<file path="config.mk">
export PLATFORM = sky130hd
export DESIGN_NAME = sorted_insert_queue
export DESIGN_NICKNAME = d
export VERILOG_FILES = /design/src/rtl/siq_pkg.sv /design/src/rtl/siq_store.sv /design/src/rtl/sorted_insert_queue.sv
export SDC_FILE = /design/constraint.sdc
export NUM_CORES = 1
export LEC_CHECK = 0
export BUFFER_PORTS_ARGS = -buffer_cell sky130_fd_sc_hd__buf_2
export CAP_MARGIN = 30
export CORE_AREA = 2 2 275 277
export CTS_CLUSTER_SIZE = 10
export DETAILED_ROUTE_END_ITERATION = 10
export DIE_AREA = 0 0 277 279
export PLACE_DENSITY = 0.83
export SLEW_MARGIN = 20
export SYNTH_ARGS = -nofsm -noshare
export SYNTH_HDL_FRONTEND = slang
export SYNTH_SLANG_ARGS = --single-unit
</file>
<file path="constraint.sdc">
create_clock -name clk -period 9.2 [get_ports clk]
set_input_delay 1.84 -clock clk [delete_from_list [all_inputs] [get_ports clk]]
set_output_delay 1.84 -clock clk [all_outputs]
set_load 0.005 [all_outputs]
</file>
<file path="src/rtl/siq_pkg.sv">
// ============================================================================
// siq_pkg
// Shared types and constants for the sorted insert queue: item payloads,
// operation and status codes, sequencer states and the entry store controls.
// ============================================================================
package siq_pkg;

    localparam int DEPTH_DEFAULT = 16;
    localparam int KEY_W         = 32;
    localparam int TAG_W         = 16;
    localparam int COUNT_OUT_W   = 5;

    typedef enum logic [1:0] {
        FUNC_INSERT = 2'd0,
        FUNC_APPEND = 2'd1,
        FUNC_POP    = 2'd2,
        FUNC_CLEAR  = 2'd3
    } func_t;

    typedef enum logic [1:0] {
        STAT_OK    = 2'd0,
        STAT_EMPTY = 2'd1,
        STAT_FULL  = 2'd2
    } status_t;

    typedef struct packed {
        func_t              func;
        logic [KEY_W-1:0]   sort_key;
        logic [TAG_W-1:0]   record_tag;
    } in_t;

    typedef struct packed {
        status_t                status;
        logic                   head_valid;
        logic [KEY_W-1:0]       head_key;
        logic [TAG_W-1:0]       head_tag;
        logic [KEY_W-1:0]       tail_key;
        logic [TAG_W-1:0]       tail_tag;
        logic [COUNT_OUT_W-1:0] entry_count;
    } out_t;

    typedef struct packed {
        logic [KEY_W-1:0] key;
        logic [TAG_W-1:0] tag;
    } entry_t;

    typedef struct packed {
        logic rd_en;
        logic wr_en;
        logic pop;
        logic clear;
    } store_ctl_t;

    typedef enum logic [3:0] {
        ST_IDLE,
        ST_POP,
        ST_SCAN_RD,
        ST_SCAN_CMP,
        ST_SH_RD,
        ST_SH_WR,
        ST_PUT,
        ST_HEAD_RD,
        ST_HEAD_CAP,
        ST_EMIT
    } state_t;

endpackage

</file>
<file path="src/rtl/siq_store.sv">
// ============================================================================
// siq_store
// Entry RAM kept as a circular buffer. A single address unit maps a logical
// position onto a RAM address relative to the head pointer; pop advances the
// head pointer through the same unit.
// ============================================================================
module siq_store #(
    parameter int DEPTH = siq_pkg::DEPTH_DEFAULT
) (
    input  logic                         clk,
    input  logic                         rst_n,
    input  siq_pkg::store_ctl_t          ctl,
    input  logic [$clog2(DEPTH+1)-1:0]   idx,
    input  siq_pkg::entry_t              wr_entry,
    output siq_pkg::entry_t              rd_entry
);
    import siq_pkg::*;

    localparam int PTR_W = $clog2(DEPTH);
    localparam int CNT_W = $clog2(DEPTH + 1);
    localparam int SUM_W = CNT_W + 1;

    entry_t             mem [DEPTH];
    entry_t             rd_entry_reg;
    logic [PTR_W-1:0]   base_reg;
    logic [PTR_W-1:0]   base_next;
    logic [SUM_W-1:0]   addr_sum;
    logic [SUM_W-1:0]   addr_wrap;
    logic [PTR_W-1:0]   addr;

    // logical position to ram address
    assign addr_sum  = SUM_W'(base_reg) + SUM_W'(idx);
    assign addr_wrap = (addr_sum >= SUM_W'(DEPTH)) ? addr_sum - SUM_W'(DEPTH) : addr_sum;
    assign addr      = addr_wrap[PTR_W-1:0];

    always_comb
    begin
        base_next = base_reg;
        if (ctl.clear)
        begin
            base_next = '0;
        end
        else if (ctl.pop)
        begin
            base_next = addr;
        end
    end

    always_ff @(posedge clk or negedge rst_n)
    begin
        if (!rst_n)
        begin
            base_reg <= '0;
        end
        else
        begin
            base_reg <= base_next;
        end
    end

    always_ff @(posedge clk)
    begin
        if (ctl.wr_en)
        begin
            mem[addr] <= wr_entry;
        end
        if (ctl.rd_en)
        begin
            rd_entry_reg <= mem[addr];
        end
    end

    assign rd_entry = rd_entry_reg;

endmodule

</file>
<file path="src/rtl/sorted_insert_queue.sv">
// ============================================================================
// sorted_insert_queue
// Bounded queue of (key, tag) entries with sorted insert, append, pop and
// clear; one result item per input item.
// ============================================================================
// One item is worked at a time; in_ready is high only while the sequencer is
// idle. All entry traffic goes through one single-port entry RAM with a
// registered read, so read data can be used only in the cycle after the read.
// A sorted insert scans the held entries one at a time from the head until
// the insertion point, then shifts entries one place at a time from the tail
// down to it. A waiting result does not hold off the next item; only the
// final load into the output register waits.
module sorted_insert_queue #(
    parameter int DEPTH = siq_pkg::DEPTH_DEFAULT
) (
    input  logic            clk,
    input  logic            rst_n,
    input  logic            in_valid,
    output logic            in_ready,
    input  siq_pkg::in_t    in_data,
    output logic            out_valid,
    input  logic            out_ready,
    output siq_pkg::out_t   out_data
);
    import siq_pkg::*;

    localparam int CNT_W = $clog2(DEPTH + 1);

    state_t             state_reg;
    state_t             state_next;
    logic [CNT_W-1:0]   count_reg;
    logic [CNT_W-1:0]   count_next;
    logic [CNT_W-1:0]   idx_reg;
    logic [CNT_W-1:0]   idx_next;
    logic [CNT_W-1:0]   pos_reg;
    logic [CNT_W-1:0]   pos_next;
    entry_t             op_reg;
    entry_t             op_next;
    status_t            status_reg;
    status_t            status_next;
    entry_t             head_reg;
    entry_t             head_next;
    out_t               out_reg;
    out_t               out_next;
    logic               out_valid_reg;
    logic               out_valid_next;

    store_ctl_t         ctl;
    logic [CNT_W-1:0]   mem_idx;
    entry_t             wr_entry;
    entry_t             rd_entry;

    logic [CNT_W-1:0]   idx_dec;
    logic [CNT_W-1:0]   idx_inc;
    logic [CNT_W-1:0]   count_dec;
    logic               full;
    logic               empty;
    logic               hit;
    logic [CNT_W+COUNT_OUT_W-1:0] count_ext;

    assign idx_dec   = idx_reg - CNT_W'(1);
    assign idx_inc   = idx_reg + CNT_W'(1);
    assign count_dec = count_reg - CNT_W'(1);
    assign full      = (count_reg == CNT_W'(DEPTH));
    assign empty     = (count_reg == '0);
    assign count_ext = (CNT_W+COUNT_OUT_W)'(count_reg);

    // scan compare: strictly greater at the head, greater or equal after it
    assign hit = (rd_entry.key < op_reg.key)
              || ((rd_entry.key == op_reg.key) && (idx_reg != '0));

    assign in_ready = (state_reg == ST_IDLE);

    always_comb
    begin
        state_next     = state_reg;
        count_next     = count_reg;
        idx_next       = idx_reg;
        pos_next       = pos_reg;
        op_next        = op_reg;
        status_next    = status_reg;
        head_next      = head_reg;
        out_next       = out_reg;
        out_valid_next = out_valid_reg & ~out_ready;
        ctl            = '0;
        mem_idx        = idx_reg;
        wr_entry       = rd_entry;

        unique case (state_reg)
            ST_IDLE:
            begin
                if (in_valid)
                begin
                    op_next.key = in_data.sort_key;
                    op_next.tag = in_data.record_tag;
                    status_next = STAT_OK;
                    unique case (in_data.func)
                        FUNC_INSERT, FUNC_APPEND:
                        begin
                            if (full)
                            begin
                                status_next = STAT_FULL;
                                state_next  = ST_HEAD_RD;
                            end
                            else if (in_data.func == FUNC_APPEND || empty)
                            begin
                                pos_next   = count_reg;
                                state_next = ST_PUT;
                            end
                            else
                            begin
                                idx_next   = '0;
                                state_next = ST_SCAN_RD;
                            end
                        end
                        FUNC_POP:
                        begin
                            if (empty)
                            begin
                                status_next = STAT_EMPTY;
                                state_next  = ST_HEAD_RD;
                            end
                            else
                            begin
                                state_next = ST_POP;
                            end
                        end
                        FUNC_CLEAR:
                        begin
                            ctl.clear  = 1'b1;
                            count_next = '0;
                            state_next = ST_HEAD_RD;
                        end
                        default:
                        begin
                            state_next = ST_IDLE;
                        end
                    endcase
                end
            end
            ST_POP:
            begin
                ctl.pop    = 1'b1;
                mem_idx    = CNT_W'(1);
                count_next = count_dec;
                state_next = ST_HEAD_RD;
            end
            ST_SCAN_RD:
            begin
                ctl.rd_en  = 1'b1;
                state_next = ST_SCAN_CMP;
            end
            ST_SCAN_CMP:
            begin
                if (hit)
                begin
                    pos_next   = idx_reg;
                    idx_next   = count_reg;
                    state_next = ST_SH_RD;
                end
                else if (idx_inc == count_reg)
                begin
                    pos_next   = count_reg;
                    state_next = ST_PUT;
                end
                else
                begin
                    idx_next   = idx_inc;
                    state_next = ST_SCAN_RD;
                end
            end
            ST_SH_RD:
            begin
                ctl.rd_en  = 1'b1;
                mem_idx    = idx_dec;
                state_next = ST_SH_WR;
            end
            ST_SH_WR:
            begin
                ctl.wr_en  = 1'b1;
                idx_next   = idx_dec;
                state_next = (idx_dec == pos_reg) ? ST_PUT : ST_SH_RD;
            end
            ST_PUT:
            begin
                ctl.wr_en  = 1'b1;
                mem_idx    = pos_reg;
                wr_entry   = op_reg;
                count_next = count_reg + CNT_W'(1);
                state_next = ST_HEAD_RD;
            end
            ST_HEAD_RD:
            begin
                if (empty)
                begin
                    state_next = ST_EMIT;
                end
                else
                begin
                    ctl.rd_en  = 1'b1;
                    mem_idx    = '0;
                    state_next = ST_HEAD_CAP;
                end
            end
            ST_HEAD_CAP:
            begin
                head_next  = rd_entry;
                ctl.rd_en  = 1'b1;
                mem_idx    = count_dec;
                state_next = ST_EMIT;
            end
            ST_EMIT:
            begin
                if (!out_valid_reg || out_ready)
                begin
                    out_next.status      = status_reg;
                    out_next.head_valid  = !empty;
                    out_next.head_key    = empty ? '0 : head_reg.key;
                    out_next.head_tag    = empty ? '0 : head_reg.tag;
                    out_next.tail_key    = empty ? '0 : rd_entry.key;
                    out_next.tail_tag    = empty ? '0 : rd_entry.tag;
                    out_next.entry_count = count_ext[COUNT_OUT_W-1:0];
                    out_valid_next       = 1'b1;
                    state_next           = ST_IDLE;
                end
            end
            default:
            begin
                state_next = ST_IDLE;
            end
        endcase
    end

    always_ff @(posedge clk or negedge rst_n)
    begin
        if (!rst_n)
        begin
            state_reg     <= ST_IDLE;
            count_reg     <= '0;
            out_valid_reg <= 1'b0;
        end
        else
        begin
            state_reg     <= state_next;
            count_reg     <= count_next;
            out_valid_reg <= out_valid_next;
        end
    end

    always_ff @(posedge clk)
    begin
        idx_reg    <= idx_next;
        pos_reg    <= pos_next;
        op_reg     <= op_next;
        status_reg <= status_next;
        head_reg   <= head_next;
        out_reg    <= out_next;
    end

    siq_store #(
        .DEPTH (DEPTH)
    ) u_store (
        .clk      (clk),
        .rst_n    (rst_n),
        .ctl      (ctl),
        .idx      (mem_idx),
        .wr_entry (wr_entry),
        .rd_entry (rd_entry)
    );

    assign out_valid = out_valid_reg;
    assign out_data  = out_reg;

    a_count_bound: assert property (@(posedge clk) disable iff (!rst_n)
        count_reg <= CNT_W'(DEPTH))
        else $error("occupancy above depth");

    a_put_has_room: assert property (@(posedge clk) disable iff (!rst_n)
        (state_reg == ST_PUT) |-> !full && (pos_reg <= count_reg))
        else $error("write of new entry without room");

    a_shift_above_pos: assert property (@(posedge clk) disable iff (!rst_n)
        (state_reg == ST_SH_WR) |-> (idx_reg > pos_reg) && (idx_reg <= count_reg))
        else $error("shift outside insertion range");

    a_busy_after_accept: assert property (@(posedge clk) disable iff (!rst_n)
        (in_valid && in_ready) |=> !in_ready)
        else $error("second item taken while one is in progress");

endmodule

</file>
; ---- Word level (Yosys, flattened, before mapping)
; Memories as Yosys holds them, arrays and structs flattened. A register that Yosys moved wholly into a read port is not among the register bits.
; Cells that the tools add are included.
[totals]
regBits = 226
latch_bits = 0
mem_bits_rw = 768
rom_bits = 0
in_bits = 54
output_inout_bits = 106
wordCells = 126
n_memories = 1
[memory_table]
columns = name, words, width, read_ports, rd_ports_with_merged_regs, write_ports, line
row1 = u_store.mem, 16, 48, 1, 1, 1, siq_store.sv:23  ; entry_t mem [DEPTH];
[classes]
add_sub_neg = 6
n_mul = 0
div = 0
order_cmp = 2
n_eq_ne = 25
shift = 0
muxes = 48
n_bitwise = 2
reduce_logical = 24
[ops]
columns = cell, n
row1 = 5-bit two-way mux, 15
row2 = 48-bit two-way mux, 1
row3 = 4-bit one-hot mux with 9 select lines, 1
row4 = 32-bit == test, 1
row5 = 32-bit < comparator, 1
row6 = 5-bit one-hot mux with 3 select lines, 2
row7 = 5-bit one-hot mux with 5 select lines, 1
row8 = 4-bit two-way mux, 5
row9 = "4-bit by 3-bit == test with 1-bit output, second input constant", 4
row10 = 3-bit two-way mux, 5
row11 = 1-bit two-way mux, 12
row12 = 4-bit one-hot mux with 3 select lines, 1
row13 = 6-bit AND reduction, 2
row14 = "5-bit by 1-bit adder with 5-bit output, second input constant", 2
row15 = 5-bit == test, 2
row16 = 5-bit one-hot mux with 2 select lines, 1
row17 = "5-bit by 1-bit subtractor with 5-bit output, second input constant", 2
row18 = "4-bit by 2-bit == test with 1-bit output, second input constant", 2
row19 = "4-bit == test, second input constant", 2
row20 = "2-bit inequality test, second input constant", 4
row21 = 4-bit by 5-bit adder with 6-bit output, 1
row22 = "6-bit by 5-bit >= comparator with 1-bit output, second input constant", 1
row23 = "2-bit by 1-bit inequality test with 1-bit output, second input constant", 3
row24 = "3-bit inequality test, second input constant", 2
row25 = 23 further kinds, 34

; ---- Depth between registers and ports, before layout
[logic_depth]
word_depth = 8
depth_mapped = 17
ltp_nobuf = 14

; ---- Hierarchy
; From an unflattened synthesis, not the netlist that was laid out.
[unflattened]
cells_unflattened = 2023
hier_area_um2 = 41029.4
[by_module_without_submodules]
columns = module, n_inst, cells_each, area_each_um2, seq_area_each_um2
row1 = siq_store, 1, 1258, 31128.6, 24603.6
row2 = sorted_insert_queue, 1, 765, 9900.7, 6616.3

; ---- Least setup slack after synthesis
; No wires, ideal clock.
[synth_path]
path_kind = flip-flop to flip-flop
startpoint = register state_reg[1]
endpoint = memory u_store.mem[3][0] in the netlist's numbering, enable pin
setup_ns = 0.590
arrival_time_ns = 8.379
required_time_ns = 8.610
setup_slack_ns = 0.232
stages_incl_launch_ff = 14
path_buffers = 3
synth_period_minus_slack_ns = 8.968
cell_sequence = dfrtp_1 -> buf_2 -> nor2_1 -> nand3b_1 -> inv_1 -> a22oi_1 -> o311ai_0 -> ha_1 -> a21oi_1 -> xor2_1 -> xnor2_2 -> buf_4 -> buf_4 -> nor4b_1
[synth_between]
elab_chain_len = 5
word_cells_on_any_way = 15
cone_classes = add/sub: 2 / order compare: 1 / eq/ne: 6 / mux: 5 / reduce/logical: 1
[synth_rtl]
columns = element, line
row1 = from (decl), sorted_insert_queue.sv:29  ; state_t state_reg;
row2 = from (signal assigned), sorted_insert_queue.sv:244  ; state_reg <= state_next;
row3 = "4-bit == test, or another cell as far along", sorted_insert_queue.sv:89  ; unique case (state_reg)
row4 = 5-bit one-hot mux with 5 select lines / 2-bit OR reduction (equally long branches), --
row5 = 4-bit by 5-bit adder with 6-bit output / 1-bit two-way mux (equally long branches), "siq_store.sv:32, sorted_insert_queue.sv:89"
row6 = "6-bit by 5-bit >= comparator with 1-bit output, or another cell as far along", siq_store.sv:33  ; assign addr_wrap = (addr_sum >= SUM_W'(DEPTH)) ? addr_sum - SUM_W'(DEPTH) : addr_sum;
row7 = 4-bit two-way mux / 1-bit two-way mux (equally long branches), "siq_store.sv:33, siq_store.sv:65"
row8 = to (decl), siq_store.sv:23
; Parallel ways exist; a longest one is shown, timed or not.

; ---- Worst setup path in the final report
[layout_path]
startpoint = register state_reg[0]
endpoint = memory u_store.mem[4][43] in the netlist's numbering, enable pin
; Same word-level chain as after synthesis.

==> metrics.csv <==
stage,metric,value,unit
status,outcome,completed,
place,port_buffers,159,
place,dp_hpwl,49.22,mm
synth,synthDistinctLibCells,55,
synth,synth_seq_cells,1042,
synth,yosysTopAreaCell,edfxtp_1,
cts,clk_latency,0.69,ns
drt,drt_iter0_markers,2149,
grt,grt_usage,0.2432,
place,place_congestion,0.8694,
sta,fmaxAchievable,0.1557,GHz
sta,slew_headroom,0.3158,
grt,grt_pass1_wl,138.9,mm
cts,htree_levels,3,
cts,cts_buffers,116,
layout,largest_reg_flops,768,
sta,setup_viol,0,
grt,overflow,0,
critical_path,start_kind,flop,
place,pre_cts_slack,2.937,ns
layout,final_area,46300,µm²
sta,skew,0.04637,ns
layout,regMostFlops,u_store.mem,
cts,clock-sinks,1042,
floorplan,die_w,277,µm
cts,ctsHoldBuffers,0,
synth,synth_area,40610,µm²
sta,hold_viol,0,
sta,rsz0062_at_grt,false,
drt,dr.pass1.iters,7,
floorplan,die_h,279,µm
floorplan,ios,160,
synth,ys_warn_count,0,
floorplan,rows,100,
synth,synth_edf_count,1028,
critical_path,critical_path_class,reg -> reg,
drt,routed_wl,92.98,mm
floorplan,coreArea,74070,µm²
synth,synth_ff_type,edfxtp_1,
drt,antenna_left,0,
synth,syn-num-nets,2107,
sta,tns,0,ns
drt,drc,0,
cts,cts_tree,done,
min_path,min_path_type,reg -> reg,
cts,cts_buffer_depth,3,
synth,synth_area_leaders,"edfxtp_1, mux4_2, mux2i_1",
critical_path,cp_max_fo,52,
layout,post_route_cells_drive_above_1_share,0.2584,
floorplan,start_util,0.5483,
sta,period_share,0.6982,
grt,grt_pass1_vias,21950,
drt,wl_per_cell,28.45,µm
layout,nets,2374,
layout,final_util,0.6250,
layout,num_antenna_cells,0,
synth,syn_inst,2012,
layout,mostFrequentLayoutCells,"edfxtp_1, mux4_2, buf_2, mux2i_1, nand2_1",
place,place_area,42990,µm²
job,maxCapViolations,0,
cts,post_cts_buffers,0,
synth,async_flop_share,0.01344,
critical_path,cp.arrival,6.74,ns
layout,final_common_cell,edfxtp_1,
cts,ctsResizeCount,0,
sta,worst_slack,2.777,ns
grt,antenna_found_initial,0,
critical_path,cp.required,9.52,ns
sta,slew_violations,0,
synth,synth.avg_cell_area,20.18,µm²
synth,ys_seq_area_frac,0.7687,
drt,vias,20640,
drt,via_per_inst,6.317,
floorplan,dieArea,77280,µm²
cts,cts-root-buf,clkbuf_16,
sta,post-route-min-period,6.423,ns
layout,syn_to_final_growth,14.00,%
grt,grt_max_degree,131,
synth,synth_top_area_frac,0.7601,
cts,cts.clk_slew.worst_paths,0.05,ns
sta,worst_pin_slew,1.024,ns
critical_path,cp-end-kind,flop,
-- final timing paths --
check	startpoint	end	slack [ns]	cells after the start
setup / recovery	state_reg[0]	u_store.mem[4][43]	2.78	14
hold / removal	status_reg[0]	out_data[102]	0.43	0
setup reg to reg	state_reg[0]	u_store.mem[4][43]	2.78	14
hold reg to reg	status_reg[0]	out_data[102]	0.43	0
max in group asynchronous	rst_n	count_reg[3]	7.84	1
min in group asynchronous	rst_n	out_valid	1.07	1
-- metal layers --
metal  part of all wire  vias up  track usage  wire, µm
li1                   -     8523            -         -
met2               0.52     1190       0.4183     48300
met3              0.080      193      0.04184      7404
met4              0.031        0      0.08849      2853
met1               0.37    10740       0.3146     34420
met5                  0        -            0         0
-- worst max-delay path, stage by stage (launching register included) --
cell and delay [ns]:
dfrtp_1 0.57, nor2_1 0.27, nand3b_1 0.26, inv_2 0.10, buf_4 0.67, a22oi_1 0.17, o311ai_0 0.19, ha_1 0.38
a21oi_1 0.23, xor2_1 0.40, xnor2_4 0.15, buf_4 0.77, nand2_1 0.44, nor2_4 0.82, buf_4 0.55
-- area by class of cell --
cell class / count / area [µm²]
Clock buffer: 126 / 2983
Clock inverter: 12 / 176.4
Fill cell: 4825 / 27780
Inverter: 46 / 172.7
Multi-Input combinational cell: 831 / 9006
Sequential cell: 1042 / 31220
Tap cell: 969 / 1212
Timing Repair Buffer: 242 / 1525
-- kinds of logic after synthesis --
| kind of cell | Yosys count | share of synthesized area |
|---|---|---|
| flip-flops | 1042 | 0.7687 |
| XOR/XNOR | 23 | 0.005145 |
| buffers and inverters | 139 | 0.01374 |
| adder cells (fa/ha/maj) | 41 | 0.01282 |
| AO/OA/AOI/OAI | 114 | 0.01694 |
| multiplexers | 347 | 0.1448 |
| AND/OR/NAND/NOR | 306 | 0.03780 |
-- cells in the mapped netlist (4+ instances only) --
cell         n
a21oi_1     23
a221oi_1     4
buf_2       11
clkbuf_1    77
dfrtp_1     14
edfxtp_1  1028
ha_1        40
inv_1       45
mux2i_1    151
mux4_2     192
nand2_1    122
nand2b_1     7
nand3_1     10
nand4_1      4
nor2_1      31
nor2b_1    100
nor3_1      13
nor4_1       6
o21ai_0     48
o21ai_1      7
o22ai_1      8
xnor2_1     12
xor2_1      10
-- stage by stage --
step           cells  hold slack [ns]
2_1_floorplan   2012           0.4003
3_3_place_gp    3118           0.4034
3_5_place_dp    3121           0.4190
4_1_cts         3259           0.4310
5_1_grt         3268           0.4404
6_report        3268           0.4257
Power is left out: the tool's default activity adds up to more than one toggle a clock period on the data nets, which glitch-free logic cannot reach.
